File: src/fqd_pkg.sv
// ----------------------------------------------------------------------------
// fqd_pkg
// Types and codes shared by the handle queue and its storage cells.
// ----------------------------------------------------------------------------
`default_nettype none

package fqd_pkg;

   localparam int ValueWidth = 32;
   localparam int CountWidth = 5;

   typedef enum logic [1:0] {
      OP_ENQUEUE = 2'd0,
      OP_DEQUEUE = 2'd1,
      OP_DELETE  = 2'd2,
      OP_ITERATE = 2'd3
   } op_type;

   typedef enum logic [2:0] {
      CMD_HOLD,
      CMD_COMPARE,
      CMD_LOAD,
      CMD_SHIFT,
      CMD_DELETE,
      CMD_ROTATE
   } cell_cmd_type;

   typedef enum logic [1:0] {
      ST_IDLE,
      ST_EXEC,
      ST_ITER
   } state_type;

   typedef struct packed {
      logic [1:0]            operation;
      logic [ValueWidth-1:0] handle_value;
   } req_word_type;

   typedef struct packed {
      logic                  status;
      logic [ValueWidth-1:0] entry_value;
      logic                  entry_valid;
      logic [CountWidth-1:0] item_count;
      logic                  last;
   } rsp_word_type;

endpackage

`default_nettype wire

File: src/fqd_cell.sv
// ----------------------------------------------------------------------------
// fqd_cell
// One queue slot: holds a handle, compares it, and takes its neighbor's
// handle on shift, delete and rotate.
// ----------------------------------------------------------------------------
`default_nettype none

module fqd_cell #(
   parameter int IDX          = 0,
   parameter int COUNT_WIDTH  = 5,
   parameter int HANDLE_WIDTH = 32
) (
   input  wire logic                       clock,
   input  wire fqd_pkg::cell_cmd_type      cmd,
   input  wire logic [COUNT_WIDTH-1:0]     count,
   input  wire logic [HANDLE_WIDTH-1:0]    handle,
   input  wire logic [HANDLE_WIDTH-1:0]    next_value,
   input  wire logic [HANDLE_WIDTH-1:0]    head_value,
   input  wire logic                       seen_in,
   output logic [HANDLE_WIDTH-1:0]         value_out,
   output logic                            seen_out
);
   import fqd_pkg::*;

   localparam logic [COUNT_WIDTH-1:0] MyIdx = COUNT_WIDTH'(IDX);

   logic [HANDLE_WIDTH-1:0] value_ff, value_in;
   logic                    match_ff, match_in;
   logic                    occupied;

   assign occupied  = MyIdx < count;
   assign seen_out  = seen_in | match_ff;
   assign value_out = value_ff;

   always_comb begin
      value_in = value_ff;
      match_in = match_ff;
      case (cmd)
         CMD_COMPARE: match_in = occupied && (value_ff == handle);
         CMD_LOAD: begin
            if (MyIdx == count) value_in = handle;
         end
         CMD_SHIFT:  value_in = next_value;
         CMD_DELETE: begin
            if (seen_out) value_in = next_value;
         end
         CMD_ROTATE: begin
            if (MyIdx == count - COUNT_WIDTH'(1)) value_in = head_value;
            else value_in = next_value;
         end
         default: ;
      endcase
   end

   always_ff @(posedge clock) begin
      value_ff <= value_in;
      match_ff <= match_in;
   end

endmodule

`default_nettype wire

File: src/fifo_queue_with_delete.sv
// ----------------------------------------------------------------------------
// fifo_queue_with_delete
// Bounded FIFO of nonzero handles with enqueue, dequeue, delete by value
// and iterate, built as a compacted row of slot cells, oldest at slot 0.
//
//   channel | direction | handshake               | word
//   req     | in        | req_valid / req_ready   | req_word_type
//   rsp     | out       | rsp_valid / rsp_ready   | rsp_word_type
//
// An item is taken in idle (all slots compare against the handle in that
// cycle) and executed in the exec state once the response slot is free.
// Iterate streams out the N stored handles: the row rotates one slot per
// cycle while rsp is not stalled, and slot 0 is streamed out.
// Reset clears the count and the controller; slot contents need no reset.
// A stalled rsp holds the controller; req is taken while a word still waits.
// ----------------------------------------------------------------------------
`default_nettype none

module fifo_queue_with_delete #(
   parameter int QUEUE_DEPTH  = 16,
   parameter int HANDLE_WIDTH = 32
) (
   input  wire logic                   clock,
   input  wire logic                   reset,
   input  wire logic                   req_valid,
   output logic                        req_ready,
   input  wire fqd_pkg::req_word_type  req_word,
   output logic                        rsp_valid,
   input  wire logic                   rsp_ready,
   output fqd_pkg::rsp_word_type       rsp_word
);
   import fqd_pkg::*;

   localparam int CW = $clog2(QUEUE_DEPTH + 1);
   localparam int IW = $clog2(QUEUE_DEPTH);
   localparam logic [CW-1:0] FullCount = CW'(QUEUE_DEPTH);

   state_type              state_ff, state_in;
   op_type                 op_ff, op_in;
   logic [HANDLE_WIDTH-1:0] handle_ff, handle_in;
   logic [CW-1:0]          count_ff, count_in;
   logic [IW-1:0]          iter_ff, iter_in;
   logic                   rsp_valid_ff, rsp_valid_in;
   rsp_word_type           rsp_word_ff, rsp_word_in;

   cell_cmd_type            cmd;
   logic [HANDLE_WIDTH-1:0] req_handle, cell_handle;
   logic [HANDLE_WIDTH-1:0] cell_value [QUEUE_DEPTH];
   logic                    seen [QUEUE_DEPTH+1];
   logic                    slot_free, found, iter_last;
   logic [HANDLE_WIDTH+ValueWidth-1:0] req_wide, head_wide;
   logic [CW+CountWidth-1:0] count_wide_now, count_wide_inc, count_wide_dec;
   logic [ValueWidth-1:0]   head_out;

   assign req_wide   = {{HANDLE_WIDTH{1'b0}}, req_word.handle_value};
   assign req_handle = req_wide[HANDLE_WIDTH-1:0];
   assign head_wide  = {{ValueWidth{1'b0}}, cell_value[0]};
   assign head_out   = head_wide[ValueWidth-1:0];

   assign count_wide_now = {{CountWidth{1'b0}}, count_ff};
   assign count_wide_inc = {{CountWidth{1'b0}}, count_ff + CW'(1)};
   assign count_wide_dec = {{CountWidth{1'b0}}, count_ff - CW'(1)};

   assign slot_free   = !rsp_valid_ff || rsp_ready;
   assign found       = seen[QUEUE_DEPTH];
   assign iter_last   = {1'b0, iter_ff} == count_ff - CW'(1);
   assign cell_handle = (state_ff == ST_IDLE) ? req_handle : handle_ff;
   assign seen[0]     = 1'b0;

   for (genvar g = 0; g < QUEUE_DEPTH; g++) begin : g_cell
      logic [HANDLE_WIDTH-1:0] nbr;
      if (g == QUEUE_DEPTH - 1) begin : g_end
         assign nbr = cell_value[g];
      end else begin : g_mid
         assign nbr = cell_value[g+1];
      end
      fqd_cell #(
         .IDX          (g),
         .COUNT_WIDTH  (CW),
         .HANDLE_WIDTH (HANDLE_WIDTH)
      ) u_cell (
         .clock      (clock),
         .cmd        (cmd),
         .count      (count_ff),
         .handle     (cell_handle),
         .next_value (nbr),
         .head_value (cell_value[0]),
         .seen_in    (seen[g]),
         .value_out  (cell_value[g]),
         .seen_out   (seen[g+1])
      );
   end

   // next state
   always_comb begin
      state_in = state_ff;
      case (state_ff)
         ST_IDLE: begin
            if (req_valid) state_in = ST_EXEC;
         end
         ST_EXEC: begin
            if (op_ff == OP_ITERATE && count_ff != '0) state_in = ST_ITER;
            else if (slot_free) state_in = ST_IDLE;
         end
         ST_ITER: begin
            if (slot_free && iter_last) state_in = ST_IDLE;
         end
         default: state_in = ST_IDLE;
      endcase
   end

   // outputs and datapath control
   always_comb begin
      req_ready    = 1'b0;
      cmd          = CMD_HOLD;
      op_in        = op_ff;
      handle_in    = handle_ff;
      count_in     = count_ff;
      iter_in      = iter_ff;
      rsp_valid_in = rsp_valid_ff && !rsp_ready;
      rsp_word_in  = rsp_word_ff;
      case (state_ff)
         ST_IDLE: begin
            req_ready = 1'b1;
            if (req_valid) begin
               cmd       = CMD_COMPARE;
               op_in     = op_type'(req_word.operation);
               handle_in = req_handle;
            end
         end
         ST_EXEC: begin
            iter_in = '0;
            if (slot_free && !(op_ff == OP_ITERATE && count_ff != '0)) begin
               rsp_valid_in = 1'b1;
               rsp_word_in  = '{status: 1'b1, entry_value: '0, entry_valid: 1'b0,
                                item_count: count_wide_now[CountWidth-1:0],
                                last: 1'b1};
               case (op_ff)
                  OP_ENQUEUE: begin
                     if (handle_ff != '0 && count_ff != FullCount) begin
                        cmd                    = CMD_LOAD;
                        count_in               = count_ff + CW'(1);
                        rsp_word_in.status     = 1'b0;
                        rsp_word_in.item_count = count_wide_inc[CountWidth-1:0];
                     end
                  end
                  OP_DEQUEUE: begin
                     if (count_ff != '0) begin
                        cmd                     = CMD_SHIFT;
                        count_in                = count_ff - CW'(1);
                        rsp_word_in.status      = 1'b0;
                        rsp_word_in.entry_value = head_out;
                        rsp_word_in.entry_valid = 1'b1;
                        rsp_word_in.item_count  = count_wide_dec[CountWidth-1:0];
                     end
                  end
                  OP_DELETE: begin
                     if (handle_ff != '0 && found) begin
                        cmd                    = CMD_DELETE;
                        count_in               = count_ff - CW'(1);
                        rsp_word_in.status     = 1'b0;
                        rsp_word_in.item_count = count_wide_dec[CountWidth-1:0];
                     end
                  end
                  OP_ITERATE: rsp_word_in.status = 1'b0;
                  default: ;
               endcase
            end
         end
         ST_ITER: begin
            if (slot_free) begin
               cmd          = CMD_ROTATE;
               iter_in      = iter_ff + IW'(1);
               rsp_valid_in = 1'b1;
               rsp_word_in  = '{status: 1'b0, entry_value: head_out, entry_valid: 1'b1,
                                item_count: count_wide_now[CountWidth-1:0],
                                last: iter_last};
            end
         end
         default: ;
      endcase
   end

   always_ff @(posedge clock) begin
      if (reset) begin
         state_ff     <= ST_IDLE;
         count_ff     <= '0;
         rsp_valid_ff <= 1'b0;
      end else begin
         state_ff     <= state_in;
         count_ff     <= count_in;
         rsp_valid_ff <= rsp_valid_in;
      end
      op_ff       <= op_in;
      handle_ff   <= handle_in;
      iter_ff     <= iter_in;
      rsp_word_ff <= rsp_word_in;
   end

   assign rsp_valid = rsp_valid_ff;
   assign rsp_word  = rsp_word_ff;

endmodule

`default_nettype wire

File: config.mk
export PLATFORM = sky130hd
export DESIGN_NAME = fifo_queue_with_delete
export DESIGN_NICKNAME = d
export VERILOG_FILES = /design/src/fqd_pkg.sv /design/src/fqd_cell.sv /design/src/fifo_queue_with_delete.sv
export SDC_FILE = /design/constraint.sdc
export NUM_CORES = 2
export LEC_CHECK = 0
export CAP_MARGIN = 20
export CORE_UTILIZATION = 65
export CTS_CLUSTER_DIAMETER = 150
export CTS_CLUSTER_SIZE = 25
export DETAILED_ROUTE_END_ITERATION = 6
export DONT_BUFFER_PORTS = 1
export PLACE_DENSITY_LB_ADDON = 0.12
export SLEW_MARGIN = 40
export SYNTH_ARGS = -nofsm -noshare
export SYNTH_HDL_FRONTEND = slang
export SYNTH_SLANG_ARGS = --single-unit
File: constraint.sdc
create_clock -name clock -period 12.14 [get_ports clock]
set_input_delay 1.214 -clock clock [delete_from_list [all_inputs] [get_ports clock]]
set_output_delay 1.214 -clock clock [all_outputs]
set_load 0.02 [all_outputs]
## Word-level counts from Yosys, hierarchy flattened

Cells that the tools add are included.
Widths: inputs -> output; s select.

- Input port bits: 38
- Logic and storage cells: 327
- Register bits after elaboration: 614
- Output and inout port bits: 42

- Reduce and logical (&&, ||, !) cells: 57
- Add/subtract/negate cells: 3
- Mux-type cells: 96
- Eq/ne operators: 97
- $lt $le $gt $ge: 16
- Bitwise logic cells: 15

Operators with widths:

| operator | number |
|---|---|
| $pmux 32 s4 | 15 |
| $mux 32 | 48 |
| $eq 32x32->1 | 16 |
| $eq 4x5->1 const A | 16 |
| $mux 40 | 2 |
| $pmux 40 s2 | 1 |
| $ne 2x1->1 const B | 32 |
| $pmux 32 s2 | 1 |
| $reduce_and 3->1 | 17 |
| $eq 3x5->1 const A | 8 |
| $lt 4x5->1 const A | 8 |
| $mux 39 | 1 |
| $mux 33 | 1 |
| $reduce_bool 32->1 | 1 |
| $pmux 5 s3 | 2 |
| $logic_and 1x1->1 | 22 |
| $eq 2x5->1 const A | 4 |
| $lt 3x5->1 const A | 4 |
| $pmux 3 s3 | 2 |
| $mux 5 | 3 |
| $or 1x1->1 | 15 |
| $mux 2 | 6 |
| $ne 2x2->1 const B | 6 |
| $eq 1x5->1 const A | 2 |
| other kinds (30) | 51 |

## Logic depth before layout (Yosys ltp)

- Depth after elaboration: 23
- Mapped depth: 13
- Depth with buffers taken out: 10

## Cells and area by module

From an unflattened synthesis, not the netlist that was laid out.

- Cell total of the unflattened synthesis: 3051
- Area, all modules: 37818.8 µm²

Modules (own cells, without submodules):

| module | seq. area each (µm²) | instances | area each (µm²) | cells each |
|---|---|---|---|---|
| fifo_queue_with_delete | 2502.4 | 1 | 4356.7 | 350 |
| fqd_cell at g_cell[10].u_cell ... | 991.0 | 2 | 2067.0 | 167 |
| fqd_cell at g_cell[1].u_cell | 991.0 | 1 | 2273.4 | 197 |
| fqd_cell at g_cell[6].u_cell | 991.0 | 1 | 2135.8 | 167 |
| fqd_cell at g_cell[3].u_cell | 991.0 | 1 | 2110.8 | 166 |
| fqd_cell at g_cell[13].u_cell | 991.0 | 1 | 2099.5 | 167 |
| fqd_cell at g_cell[4].u_cell | 991.0 | 1 | 2093.3 | 168 |
| fqd_cell at g_cell[8].u_cell | 991.0 | 1 | 2088.3 | 167 |
| fqd_cell at g_cell[15].u_cell | 991.0 | 1 | 2082.0 | 166 |
| fqd_cell at g_cell[7].u_cell | 991.0 | 1 | 2080.7 | 165 |
| fqd_cell at g_cell[5].u_cell | 991.0 | 1 | 2078.2 | 168 |
| fqd_cell at g_cell[11].u_cell | 991.0 | 1 | 2077.0 | 169 |
| fqd_cell at g_cell[12].u_cell | 991.0 | 1 | 2070.7 | 168 |
| fqd_cell at g_cell[2].u_cell | 991.0 | 1 | 2053.2 | 166 |
| 2 more rows | n/a | n/a | n/a | n/a |

## Least setup slack after synthesis

No wires, ideal clock.

- Kind: input -> register
- From: input req_valid
- To: register g_cell[13].u_cell.value_ff[0] (enable)
- Data arrival time: 5151 ps
- Cell stages on the path: 7
- Required time: 11660 ps
- Slack: 6509 ps
- Path through: nand2_1 inv_1 a311o_1 nand2_2 nand2_1 nor3_2 a311oi_1

- Word-level cells in the longest chain between the ends: 5
- Elaborated cells between the ends (all ways): 10
- Classes of those cells: 6 x eq/ne; 2 x mux; 2 x reduce/logical

RTL lines:

| what | RTL line | text |
|---|---|---|
| start, declared | fifo_queue_with_delete.sv:25 | `input wire logic req_valid,` |
| $mux 1 * | fifo_queue_with_delete.sv:125 | `if (req_valid) begin` |
| $pmux 3 s3 * | fifo_queue_with_delete.sv:122 | `case (state_ff)` |
| $eq 3x3->1, or another cell as far along | fqd_cell.sv:38 | `case (cmd)` |
| $ne 2x1->1 (no line) / $reduce_bool 4->1 (equally long branches) | n/a |  |
| $reduce_and 3->1 (no line) * | n/a |  |
| end signal, assigned | fqd_cell.sv:56 | `value_ff <= value_in;` |
| end, declared | fqd_cell.sv:27 | `logic [HANDLE_WIDTH-1:0] value_ff, value_in;` |

Every way passes the cells marked *; elsewhere a longest branch is shown, timed or not.
A chain may end at the register's enable or synchronous reset.

## Final worst setup path

- From: register count_ff[1]
- To: register g_cell[11].u_cell.value_ff[6], data pin

- Word-level cells in the longest chain between the ends: 8
- Elaborated cells between the ends (all ways): 19
- Classes of those cells: 1 x add/sub; 6 x eq/ne; 7 x mux; 5 x reduce/logical

RTL lines:

| what | RTL line | text |
|---|---|---|
| start, declared | fifo_queue_with_delete.sv:41 | `logic [CW-1:0] count_ff, count_in;` |
| start signal, assigned | fifo_queue_with_delete.sv:191 | `count_ff <= count_in;` |
| $ne 5x5->1 / $reduce_bool 5->1 (equally long branches) | fifo_queue_with_delete.sv:140, fifo_queue_with_delete.sv:133, fifo_queue_with_delete.sv:148 |  |
| $logic_and 1x1->1, on equally long branches | fifo_queue_with_delete.sv:140, fifo_queue_with_delete.sv:133 |  |
| $mux 2 / $logic_not 1->1 (equally long branches) | fifo_queue_with_delete.sv:140, fifo_queue_with_delete.sv:133 |  |
| $pmux 3 s3 / $logic_and 1x1->1 (equally long branches) | fifo_queue_with_delete.sv:138, fifo_queue_with_delete.sv:133 |  |
| $mux 3 | fifo_queue_with_delete.sv:133 | `if (slot_free && !(op_ff == OP_ITERATE && count_ff != '0)) begin` |
| $pmux 3 s3 | fifo_queue_with_delete.sv:122 |  |
| $eq 3x3->1, or another cell as far along | fqd_cell.sv:38 |  |
| $pmux 32 s4 * | fqd_cell.sv:38 |  |
| net g_cell[11].u_cell.value_in[6] | fqd_cell.sv:27 |  |
| end signal, assigned | fqd_cell.sv:56 |  |
| end, declared | fqd_cell.sv:27 |  |

The timed path passes the listed nets; every way through them passes the cells marked *.

==> reports/qor.txt <==
main flop type after synthesis: edfxtp_1
RSZ-0062 raised after global routing: false
layout cell share with drive strength beyond 1: 0.131
slew margin rel.: 0.379
gpl congestion: 1.03
R2R cell count: 14
number of buffers created by CTS: 28
fraction of registers with async set or reset after synthesis: 0
H-Tree Depth: 1
clk sinks: 614
Top Metal Used: met5
cell breakdown of the critical path: inv_1 > ha_1 > nor4b_4 > o21ai_1 > or4_4 > a21oi_4 > buf_4 > and4_4 > buf_12 > buf_16 > a211oi_4 > buf_6 > buf_4 > a221o_1
Vias/cell: 8.20
Routed WL per cell: 41.2 um
Max stage delay on crit path: 0.58 ns
maximum clock frequency: 0.189 GHz
via count: 25,700
gr usage total: 0.484
antenna violations before repair: 3
Die X-Extent: 230 um
Slowest-stage cell, CP: or4_4
die height: 230 um
#FFs+latches synth: 614
power per cell area: 151 nW/um2
worst path required time: 12.52 ns
Post-CTS Hold Buffers: 0
number of global-route vias before repair: 24,700
CTS Buffer Depth: 3
drt first pass iters: 7
placeable core area: 51,300 um2
hold_sp: state_ff[1]$_SDFFE_PP0P_
Final setup viols: 0
switching pwr: 1850 uW
Final Hold Fails: 0
commonest cells in the netlist: edfxtp_1 (606), a221o_1 (449), xor2_1 (271)
DP HPWL: 87,000 um
routed wl met3: 21,500 um
Area Overhead vs Synth: 6.55%
clk slew on worst S/H paths: 0.11 ns
CTS Root Cell: clkbuf_16
most numerous cell in the Yosys netlist: edfxtp_1
Yosys top cell area share: 0.539
Mapped Cells: 2,501
Unique masters post-synth: 70
Startpoint Class: register
DRC Markers: 0
worst-margin pin slew: 0.923 ns
Resized cells post-CTS: 0
Row Count: 83
post-route ant nets: 0
Data arrival, critical path: 5.69 ns
total grt overflow: 0
met2 WL post-DR: 53,200 um
routed wire length: 129,000 um
I/O pin count: 80
Hold Path Class: register to register
worst-path maximum fanout: 22
Post-Route M1 WL: 41,100 um
Final Max Tran Viols: 0
Initial Util: 0.658
r2r setup slk: 6.84 ns
setup_tns: 0 ns
Final nets: 2,496
Clock Power Share: 0.206
1st-iter DRT viols: 5,265
sequential power share: 0.506
post-CTS setup buffer count: 0
Worst Setup End Kind: register
Hold EP: state_ff[1]$_SDFFE_PP0P_
switch share: 0.340
syn_nets: 2,555
Post-Syn Area: 33,700 um2
CP dominant cell by count: buf_4
FF-to-FF Start: count_ff[1]$_SDFFE_PP0P_
pin count of the biggest net entering global routing: 44
Worst Clk Skew: 0.0272 ns
biggest area consumer among synthesized cells: edfxtp_1
Ys Warns: 0
total power: 5440 uW
Mean Syn Cell Area: 13.5 um2
final clock period utilization by the worst path: 0.437
worst r2r dst: g_cell[11].u_cell.value_out[6]$_DFFE_PP_
DIE AREA: 52,800 um2
largest cells by area after synthesis: edfxtp_1 (54%), a221o_1 (13%), xor2_1 (7.0%)
Post-synth EDFFs: 606
worst vdd ir: 121 uV
Pint: 3590 uW
Setup CP Type: register to register
leakage: 0.0118 uW
Hold Path Depth: 2
Seq/Total Area, Yosys: 0.544
PortBufs: 0
max-cap viol count: 0
clock latency on the worst-skew pair: 0.64 ns
Gate power share: 0.287
outcome: finished, final reports clean
CTS tree: done
Hold WS: 0.574 ns
Final Critical Period: 5.30 ns
first-pass GRT wire length: 181,000 um
-- cells in the final DEF, fill, tap and decap left out, drive strengths merged, types with 48 or more instances in the layout --
| master | instances |
|---|---|
| xor2 | 271 |
| nand4 | 92 |
| xnor2 | 251 |
| buf | 156 |
| inv | 48 |
| a211oi | 48 |
| a221o | 449 |
| mux2i | 67 |
| nor4 | 81 |
| edfxtp | 606 |
| nor2 | 68 |
-- worst max-delay path, delay by kind of cell, from the launching register on --
kind	cells	cell delay [ns]
flip-flops	1	0.51
buffers and inverters	6	1.77
adder cells (fa/ha/maj)	1	0.48
AO/OA/AOI/OAI	4	0.72
AND/OR/NAND/NOR	3	1.50
-- sequential cells by signal (all words and copies together), names as in the netlist --
signal / cells
count_ff: 5
g_cell.u_cell.match_ff: 16
iter_ff: 4
g_cell.u_cell.value_out: 512
state_ff: 2
handle_ff: 32
op_ff: 2
rsp_valid: 1
rsp_word: 40
-- logic make-up after synthesis --
| kind of cell | after synthesis | share of synthesized area |
|---|---|---|
| AO/OA/AOI/OAI | 632 | 0.182 |
| flip-flops | 614 | 0.544 |
| XOR/XNOR | 522 | 0.135 |
| AND/OR/NAND/NOR | 356 | 0.0605 |
| buffers and inverters | 293 | 0.0412 |
| multiplexers | 68 | 0.0305 |
| adder cells (fa/ha/maj) | 16 | 0.00593 |
-- stage by stage --
step           setup slack, ns  instance area, um2   util  cells
2_1_floorplan             6.51               33700      -   2501
3_3_place_gp              7.11               34900  0.680   3072
3_5_place_dp              7.05               35200  0.686   3092
4_1_cts                   7.02               36000  0.701   3133
5_1_grt                   6.83               36000  0.701   3133
6_report                  6.84               36000  0.701   3134
-- layout make-up --
class / count / area, um2
Antenna cell: 1 / 2.50
Clock buffer: 40 / 767
Clock inverter: 1 / 16.3
Fill cell: 3621 / 15300
Inverter: 48 / 180
Multi-Input combinational cell: 1594 / 14500
Sequential cell: 614 / 18400
Tap cell: 680 / 851
Timing Repair Buffer: 156 / 1250
-- power by group through the flow --
stage	clock [uW]	sequential, uW	combinational [uW]
after floorplan	0	2760	937
after global placement	0	2790	1430
after detailed placement	0	2790	1470
after CTS	1110	2750	1480
after global routing	1170	2760	1580
final	1120	2750	1560
-- metal layers --
layer,global-route usage,vias up
met4,0.372,6
met2,0.695,2740
met5,0,-
li1,-,9875
met3,0.166,724
met1,0.602,12300
-- worst max path at each step --
stage	from	end	slack, ns	cells past startpoint
finish	count_ff[1]$_SDFFE_PP0P_	g_cell[11].u_cell.value_out[6]$_DFFE_PP_	6.84	14
global route	count_ff[1]$_SDFFE_PP0P_	g_cell[11].u_cell.value_out[6]$_DFFE_PP_	6.83	14
CTS	count_ff[1]$_SDFFE_PP0P_	g_cell[11].u_cell.value_out[6]$_DFFE_PP_	7.02	14
detailed placement	count_ff[1]$_SDFFE_PP0P_	g_cell[11].u_cell.value_out[6]$_DFFE_PP_	7.05	14
global placement	count_ff[1]$_SDFFE_PP0P_	g_cell[8].u_cell.value_out[6]$_DFFE_PP_	7.11	11
floorplan	req_valid	g_cell[13].u_cell.value_out[0]$_DFFE_PP_	6.51	7
No activity file was read; power rests on OpenSTA's default activity.
